`src/sv/plt_pkg.sv`:
```
// Shared types, constants and sequencer states of the lookup table block.
package plt_pkg;

    localparam int PLT_MAX_POINTS = 16;
    localparam int ANGLE_W        = 31;
    localparam int CTRL_W         = 16;
    localparam int INDEX_W        = 4;
    localparam int COUNT_W        = 5;

    localparam logic [COUNT_W-1:0] POINT_COUNT_RST = 5'd2;
    localparam logic [COUNT_W-1:0] POINT_COUNT_MIN = 5'd2;

    localparam logic CMD_WRITE  = 1'b0;
    localparam logic CMD_LOOKUP = 1'b1;

    typedef logic signed [ANGLE_W-1:0] t_angle;
    typedef logic signed [CTRL_W-1:0]  t_ctrl;

    // One table segment handed to the halving unit.
    typedef struct packed {
        t_angle x1;
        t_angle x2;
        t_ctrl  y1;
        t_ctrl  y2;
    } t_seg;

    typedef enum logic [2:0] {
        S_IDLE,
        S_CHK_FIRST,
        S_CHK_LAST,
        S_SCAN,
        S_INTERP,
        S_DONE
    } t_state;

endpackage

```
`src/sv/plt_ram.sv`:
```
// Generic single-port RAM with registered read data.
module plt_ram #(
    parameter int WIDTH = 8,
    parameter int DEPTH = 16
) (
    input  logic                     i_clk,
    input  logic                     i_we,
    input  logic [$clog2(DEPTH)-1:0] i_addr,
    input  logic [WIDTH-1:0]         i_wdata,
    output logic [WIDTH-1:0]         o_rdata
);

    logic [WIDTH-1:0] r_mem [DEPTH];
    logic [WIDTH-1:0] r_rdata;

    // write port and registered read
    always_ff @(posedge i_clk) begin
        if (i_we) begin
            r_mem[i_addr] <= i_wdata;
        end
        r_rdata <= r_mem[i_addr];
    end

    assign o_rdata = r_rdata;

endmodule

```
`src/sv/plt_halver.sv`:
```
// Successive-halving interpolation unit: one halving step per cycle.
module plt_halver
    import plt_pkg::*;
(
    input  logic   i_clk,
    input  logic   i_rst_n,
    input  logic   i_start,
    input  t_seg   i_seg,
    input  t_angle i_query,
    output logic   o_done,
    output t_ctrl  o_result
);

    logic   r_busy;
    t_angle r_x1;
    t_angle r_x2;
    t_ctrl  r_y1;
    t_ctrl  r_y2;

    logic [ANGLE_W:0]   span;
    logic [ANGLE_W:0]   offs;
    logic [ANGLE_W-1:0] dx;
    logic [CTRL_W:0]    dctl;
    logic [CTRL_W-1:0]  dy;
    logic               go_up;

    // span and offset are never negative: x1 <= query <= x2 holds throughout
    assign span  = {r_x2[ANGLE_W-1], r_x2} - {r_x1[ANGLE_W-1], r_x1};
    assign offs  = {i_query[ANGLE_W-1], i_query} - {r_x1[ANGLE_W-1], r_x1};
    assign dx    = span[ANGLE_W:1];
    assign dctl  = {r_y2[CTRL_W-1], r_y2} - {r_y1[CTRL_W-1], r_y1};
    assign dy    = dctl[CTRL_W:1];  // floor halving of the control span
    assign go_up = offs > {1'b0, dx};

    assign o_done   = r_busy && (dx == '0);
    assign o_result = (i_query == r_x1) ? r_y1 : r_y2;

    // busy flag
    always_ff @(posedge i_clk) begin
        if (!i_rst_n) begin
            r_busy <= 1'b0;
        end else if (i_start) begin
            r_busy <= 1'b1;
        end else if (o_done) begin
            r_busy <= 1'b0;
        end
    end

    // segment registers: load on start, then shrink toward the query
    always_ff @(posedge i_clk) begin
        if (i_start) begin
            r_x1 <= i_seg.x1;
            r_x2 <= i_seg.x2;
            r_y1 <= i_seg.y1;
            r_y2 <= i_seg.y2;
        end else if (r_busy && !o_done) begin
            if (go_up) begin
                r_x1 <= r_x1 + dx;
                r_y1 <= r_y1 + dy;
            end else begin
                r_x2 <= r_x2 - dx;
                r_y2 <= r_y2 - dy;
            end
        end
    end

endmodule

```
`src/sv/piecewise_linear_table_lookup_top.sv`:
```
// Top level: breakpoint table RAM, segment search sequencer and output register.
//
// Input channel (i_in_valid / o_in_ready): a transfer with i_command = write stores
// i_entry_angle and i_entry_control at i_entry_index and gives no result; indexes at
// or above MAX_POINTS are dropped. A lookup transfer yields one o_control_value on
// the output channel (o_out_valid / i_out_ready).
// i_cfg_we / i_cfg_data set the number of breakpoints in use (clamped to
// 2..MAX_POINTS). Entries must be written before a lookup reads them.
// Sequence: a write is stored from the idle state. A lookup runs clamp checks against
// the first and last entries, scans the table downward from the top for the segment,
// then steps the halving unit and registers the result. The single-port table RAM
// (one read per cycle) sets the scan rate; the halving unit sets the rest.
// The result sits in an output register: if the receiver stalls, the next item is
// still taken, and a second lookup result waits in the sequencer until the register
// frees. Reset clears the sequencer, the output valid and the point count (to 2);
// table contents are not cleared.
module piecewise_linear_table_lookup_top
    import plt_pkg::*;
#(
    parameter int MAX_POINTS = PLT_MAX_POINTS
) (
    input  logic               i_clk,
    input  logic               i_rst_n,
    input  logic               i_in_valid,
    output logic               o_in_ready,
    input  logic               i_command,
    input  logic [INDEX_W-1:0] i_entry_index,
    input  t_angle             i_entry_angle,
    input  t_ctrl              i_entry_control,
    input  t_angle             i_query_angle,
    output logic               o_out_valid,
    input  logic               i_out_ready,
    output t_ctrl              o_control_value,
    input  logic               i_cfg_we,
    input  logic [COUNT_W-1:0] i_cfg_data
);

    localparam int AW = $clog2(MAX_POINTS);
    localparam int DW = ANGLE_W + CTRL_W;

    t_state r_state, n_state;

    logic [COUNT_W-1:0] r_point_count;
    logic [AW-1:0]      r_idx, n_idx;
    t_angle             r_q;
    t_angle             r_x2, n_x2;
    t_ctrl              r_y2, n_y2;
    t_ctrl              r_res, n_res;
    logic               r_out_valid;
    t_ctrl              r_out_value;

    logic          in_xfer;
    logic          out_free;
    logic          ram_we;
    logic [AW-1:0] ram_addr;
    logic [DW-1:0] ram_rdata;
    t_angle        rd_angle;
    t_ctrl         rd_ctrl;
    logic [AW-1:0] last_idx;
    logic          idx_ok;
    logic          hv_start;
    logic          hv_done;
    t_ctrl         hv_result;
    t_seg          hv_seg;
    logic          out_load;

    assign in_xfer  = i_in_valid && o_in_ready;
    assign out_free = !r_out_valid || i_out_ready;
    assign rd_angle = ram_rdata[DW-1:CTRL_W];
    assign rd_ctrl  = ram_rdata[CTRL_W-1:0];
    assign idx_ok   = int'(i_entry_index) < MAX_POINTS;

    // top entry in use, from the clamped point count
    always_comb begin
        if (r_point_count < POINT_COUNT_MIN) begin
            last_idx = AW'(1);
        end else if (int'(r_point_count) > MAX_POINTS) begin
            last_idx = AW'(MAX_POINTS - 1);
        end else begin
            last_idx = AW'(r_point_count - 5'd1);
        end
    end

    // breakpoint table: angle in the upper bits, control in the lower bits
    plt_ram #(
        .WIDTH(DW),
        .DEPTH(MAX_POINTS)
    ) u_ram (
        .i_clk  (i_clk),
        .i_we   (ram_we),
        .i_addr (ram_addr),
        .i_wdata({i_entry_angle, i_entry_control}),
        .o_rdata(ram_rdata)
    );

    assign hv_seg = '{x1: rd_angle, x2: r_x2, y1: rd_ctrl, y2: r_y2};

    plt_halver u_halver (
        .i_clk   (i_clk),
        .i_rst_n (i_rst_n),
        .i_start (hv_start),
        .i_seg   (hv_seg),
        .i_query (r_q),
        .o_done  (hv_done),
        .o_result(hv_result)
    );

    // next state
    always_comb begin
        n_state = r_state;
        case (r_state)
            S_IDLE: begin
                if (in_xfer && i_command == CMD_LOOKUP) begin
                    n_state = S_CHK_FIRST;
                end
            end
            S_CHK_FIRST: begin
                n_state = (r_q < rd_angle) ? S_DONE : S_CHK_LAST;
            end
            S_CHK_LAST: begin
                n_state = (r_q > rd_angle) ? S_DONE : S_SCAN;
            end
            S_SCAN: begin
                if (!(r_idx > AW'(1) && r_q < rd_angle)) begin
                    n_state = S_INTERP;
                end
            end
            S_INTERP: begin
                if (hv_done) begin
                    n_state = S_DONE;
                end
            end
            S_DONE: begin
                if (out_free) begin
                    n_state = S_IDLE;
                end
            end
            default: n_state = S_IDLE;
        endcase
    end

    // outputs: RAM access, halver start and datapath next values
    always_comb begin
        o_in_ready = 1'b0;
        ram_we     = 1'b0;
        ram_addr   = '0;
        hv_start   = 1'b0;
        out_load   = 1'b0;
        n_idx      = r_idx;
        n_x2       = r_x2;
        n_y2       = r_y2;
        n_res      = r_res;
        case (r_state)
            S_IDLE: begin
                o_in_ready = 1'b1;
                if (i_command == CMD_WRITE) begin
                    ram_addr = AW'(i_entry_index);
                    ram_we   = in_xfer && idx_ok;
                end
            end
            S_CHK_FIRST: begin
                // below the first breakpoint clamps to its control
                n_res    = rd_ctrl;
                ram_addr = last_idx;
            end
            S_CHK_LAST: begin
                // above the last breakpoint clamps to its control
                n_res    = rd_ctrl;
                n_x2     = rd_angle;
                n_y2     = rd_ctrl;
                n_idx    = last_idx;
                ram_addr = AW'(last_idx - AW'(1));
            end
            S_SCAN: begin
                if (r_idx > AW'(1) && r_q < rd_angle) begin
                    n_x2     = rd_angle;
                    n_y2     = rd_ctrl;
                    n_idx    = AW'(r_idx - AW'(1));
                    ram_addr = AW'(r_idx - AW'(2));
                end else begin
                    hv_start = 1'b1;
                end
            end
            S_INTERP: begin
                if (hv_done) begin
                    n_res = hv_result;
                end
            end
            S_DONE: begin
                out_load = out_free;
            end
            default: ;
        endcase
    end

    // control registers
    always_ff @(posedge i_clk) begin
        if (!i_rst_n) begin
            r_state       <= S_IDLE;
            r_point_count <= POINT_COUNT_RST;
            r_out_valid   <= 1'b0;
        end else begin
            r_state <= n_state;
            if (i_cfg_we) begin
                r_point_count <= i_cfg_data;
            end
            if (out_load) begin
                r_out_valid <= 1'b1;
            end else if (i_out_ready) begin
                r_out_valid <= 1'b0;
            end
        end
    end

    // datapath registers
    always_ff @(posedge i_clk) begin
        if (in_xfer) begin
            r_q <= i_query_angle;
        end
        r_idx <= n_idx;
        r_x2  <= n_x2;
        r_y2  <= n_y2;
        r_res <= n_res;
        if (out_load) begin
            r_out_value <= r_res;
        end
    end

    assign o_out_valid     = r_out_valid;
    assign o_control_value = r_out_value;

endmodule

```
`config.mk`:
```
export PLATFORM = sky130hd
export DESIGN_NAME = piecewise_linear_table_lookup_top
export DESIGN_NICKNAME = d
export VERILOG_FILES = /design/src/sv/plt_pkg.sv /design/src/sv/plt_ram.sv /design/src/sv/plt_halver.sv /design/src/sv/piecewise_linear_table_lookup_top.sv
export SDC_FILE = /design/constraint.sdc
export NUM_CORES = 2
export LEC_CHECK = 0
export BUFFER_PORTS_ARGS = -buffer_cell sky130_fd_sc_hd__clkbuf_2
export CAP_MARGIN = 20
export CORE_MARGIN = 1.5
export CORE_UTILIZATION = 57
export DETAILED_ROUTE_END_ITERATION = 6
export PLACE_DENSITY = 0.76
export RECOVER_POWER = 50
export SLEW_MARGIN = 40
export SYNTH_ARGS = -nofsm -noshare
export SYNTH_HDL_FRONTEND = slang
export SYNTH_SLANG_ARGS = --single-unit
```
`constraint.sdc`:
```
create_clock -name i_clk -period 7.85 [get_ports i_clk]
set_input_delay 0.3925 -clock i_clk [delete_from_list [all_inputs] [get_ports i_clk]]
set_output_delay 0.3925 -clock i_clk [all_outputs]
set_load 0.005 [all_outputs]
```
==> flow_summary.json <==
{
  "synthCells": 3838,
  "wl_met2_um": 55200,
  "ff2ff_setup_slack_ps": 950,
  "power_switching_uw": 6110,
  "clk_path_buf_depth": 3,
  "cp_max_fo": 37,
  "vias_per_cell": 6.19,
  "fin_crit_ps": 6900,
  "holdCritPathClass": "input port to flip-flop",
  "dr.pass1.iters": 5,
  "min_delay_worst_endpoint": "r_point_count[1]",
  "cts_tree": "built",
  "rows": 106,
  "synth.area.top_cells": "edfxtp_1 (60%), ha_1 (6.0%), a21oi_1 (4.2%)",
  "swShare": 0.354,
  "violations": "max-capacitance violations, max-slew violations",
  "cp-start-kind": "flip-flop",
  "outcome": "finished with violations",
  "slew_violations": 213,
  "max_freq_ghz": 0.145,
  "r2r-end": "u_halver.r_x1[13]",
  "ys_async_sr_fraction": 0,
  "grt_first_pass_wirelength_um": 178000,
  "grt_usage": 0.271,
  "yosysTopAreaCell": "edfxtp_1",
  "die-height_um": 293,
  "cts-root-buf": "clkbuf_16",
  "synth_fp_nets": 4168,
  "ys.warnings.count": 0,
  "fin_crit_sh": 0.879,
  "end_kind": "flip-flop",
  "grt.overflow.total": 0,
  "finalClockSkew_ps": 40.0,
  "wl_met1_um": 50400,
  "wl_um": 118000,
  "ys_ff_latch": 1017,
  "route.met3.wl_um": 9170,
  "layout-drive-gt1-share": 0.0759,
  "core_area_um2": 83400,
  "drc_errors": 0,
  "ioPinCount": 111,
  "worstPathRequired_ps": 8180,
  "drt-initial-drc-count": 3116,
  "hold_start": "i_cfg_we",
  "cts_sinks": 1017,
  "worst_r2r_path_depth": 22,
  "drtAntennaViolNets": 0,
  "min_path_cells": 2,
  "synth_top_area_share": 0.601,
  "reg2reg_from": "u_halver.r_x1[1]",
  "layout.nets": 4295,
  "worstMarginPinSlew_ps": 3210,
  "slew-limit-headroom": -1.14,
  "cap_violations": 4,
  "vdd_drop_max_mv": 0.220,
  "synthFlopType": "edfxtp_1",
  "start_util": 0.575,
  "io_buffer_count": 110,
  "numCtsBuffers": 102,
  "grt_pass1_vias": 30404,
  "synth_enable_flop_cells": 960,
  "dr.max_layer_used": "met5",
  "postSynthAreaPerCell_um2": 12.5,
  "power_frac_seq": 0.399,
  "vias": 31736,
  "hpwlAfterDp_um": 71400,
  "cts_resized": 0,
  "syn_to_final_growth_pct": 11.5,
  "syn_area_um2": 47900,
  "fp.dieArea_um2": 85800,
  "grt_max_degree": 171,
  "cts_htree_levels": 3,
  "ys_seq_area_frac": 0.625,
  "wl_per_cell_um": 23.0,
  "die_w_um": 293,
  "hold_buffers": 36,
  "clk_latency_ps": 690,
  "finalSetupTns_ps": 0,
  "path_clk_slew_ps": 60,
  "hold_viol": 0,
  "ys_types": 82,
  "leakage_uw": 0.0192,
  "power.density_nw_per_um2": 324,
  "finalSetupViolations": 0,
  "p_int_uw": 11200,
  "rsz0062_at_grt": "false",
  "postCtsSetupRepairBufs": 0,
  "p_comb_frac": 0.327,
  "cp.arrival_ps": 7230,
  "place_congestion": 0.969,
  "post-route-util": 0.641,
  "crit_type": "flip-flop to flip-flop",
  "antenna_found_initial": 13,
  "p_clk_frac": 0.274
}
[cells in the mapped netlist, types with 9 or more instances]
cell,instances
nand2b_1,22
edfxtp_1,960
o211ai_1,9
buf_2,36
nor4_1,11
ha_1,230
o21a_1,31
nor3_1,49
xor2_1,61
a211oi_1,19
nand3_1,127
nor2b_1,30
xnor2_1,89
a21o_1,75
and3_1,9
nor2_1,182
dfxtp_1,57
or2_2,10
nand2_1,465
a21oi_1,401
a22oi_1,49
o31ai_1,21
clkbuf_1,126
a221o_1,98
nand4_1,27
mux2i_1,149
a32oi_1,49
inv_1,164
o21ai_0,101
a31oi_1,22
o21bai_1,17
[sequential cells by signal, summed over array words and instances, names as in the netlist, 4 cells and up]
register and cells:
u_halver.r_y2 16, r_res 16, o_control_value 16, u_halver.r_y1 16, r_x2 31, u_halver.r_x1 31, u_ram.o_rdata 47, r_q 31
r_y2 16, r_point_count 5, u_ram.r_mem 752, u_halver.r_x2 31, r_idx 4
[kinds of logic after synthesis]
group | Yosys count | synth area share
fa+ha+maj | 240 | 0.0636
simple gates | 971 | 0.0896
xor+xnor | 153 | 0.0287
flops | 1017 | 0.625
buf+inv | 337 | 0.0277
compound gates | 968 | 0.133
mux | 152 | 0.0318
[power by group through the flow]
| stage | clock [µW] | combinational (µW) | sequential (µW) |
|---|---|---|---|
| after floorplan | 0 | 3850 | 6840 |
| final | 4740 | 5640 | 6900 |
| after global routing | 5010 | 6160 | 6930 |
| after global placement | 0 | 5400 | 6980 |
| after CTS | 4800 | 5590 | 6880 |
| after detailed placement | 0 | 5520 | 6990 |
[critical path, cell delays in order (launching register included)]
cell and delay, ps:
edfxtp_1 430, inv_1 190, ha_1 270, nor2b_1 140, o31ai_1 390, a21oi_1 230, o41ai_2 650, o221ai_1 280
a31oi_1 460, a31oi_1 250, a21o_1 230, a211oi_1 230, nor2_1 60, ha_1 290, and4_1 180, nand4_1 120
nor3_1 270, nand2_1 100, nor3_1 180, nand3_1 110, a221oi_1 660, o21ai_4 270, buf_4 500
[routing by layer]
layer,up-vias,GRT usage
met5,-,0
met4,12,0.0725
met3,205,0.0444
met2,1252,0.440
met1,15506,0.381
li1,14761,-
[how the worst max path moves through the flow]
stage	start	to	slack [ps]
2_1_floorplan	u_halver.r_x1[1]	u_halver.r_x1[0]	1170
6_report	u_halver.r_x1[1]	u_halver.r_x1[13]	950
3_5_place_dp	u_halver.r_x1[1]	u_halver.r_x1[7]	1130
5_1_grt	u_halver.r_x1[1]	u_halver.r_x1[13]	320
3_3_place_gp	u_halver.r_x1[1]	u_halver.r_x1[8]	1140
4_1_cts	u_halver.r_x1[1]	u_halver.r_x1[13]	1040
[per-stage QoR]
stage	total power, µW	hold slack (ps)	setup WS, ps	cells	cell area (µm²)
after floorplan	10700	400	1170	3838	47900
after global placement	12400	402	1140	4901	49800
after detailed placement	12500	405	1130	4903	49900
after CTS	17300	16.9	1040	5125	53500
after global routing	18100	48.8	321	5128	53400
final	17300	55.1	954	5129	53400
[area by class of cell]
class	instances	area [µm²]
antenna	2	5.00
clock buffer	135	2810
clock inverter	51	468
fill	6077	30000
inverter	165	619
multi-input combinational	2484	16800
sequential	1017	30000
tap	1080	1350
timing repair buffer	195	1390
[placed cells by master (no fill, tap or decap), types with 39 or more instances in the layout]
| cell type | netlist | layout |
|---|---|---|
| a21o_1 | 75 | 75 |
| a21oi_1 | 401 | 401 |
| a221o_1 | 98 | 98 |
| a22oi_1 | 49 | 49 |
| a32oi_1 | 49 | 49 |
| clkbuf_1 | 126 | 84 |
| clkbuf_16 | 0 | 104 |
| clkbuf_2 | 0 | 51 |
| dfxtp_1 | 57 | 57 |
| edfxtp_1 | 960 | 960 |
| ha_1 | 230 | 230 |
| inv_1 | 164 | 164 |
| mux2i_1 | 149 | 149 |
| nand2_1 | 465 | 464 |
| nand3_1 | 127 | 127 |
| nor2_1 | 182 | 175 |
| nor3_1 | 49 | 39 |
| o21ai_0 | 101 | 101 |
| xnor2_1 | 89 | 89 |
| xor2_1 | 61 | 61 |
No activity file was read; power rests on OpenSTA's default activity.
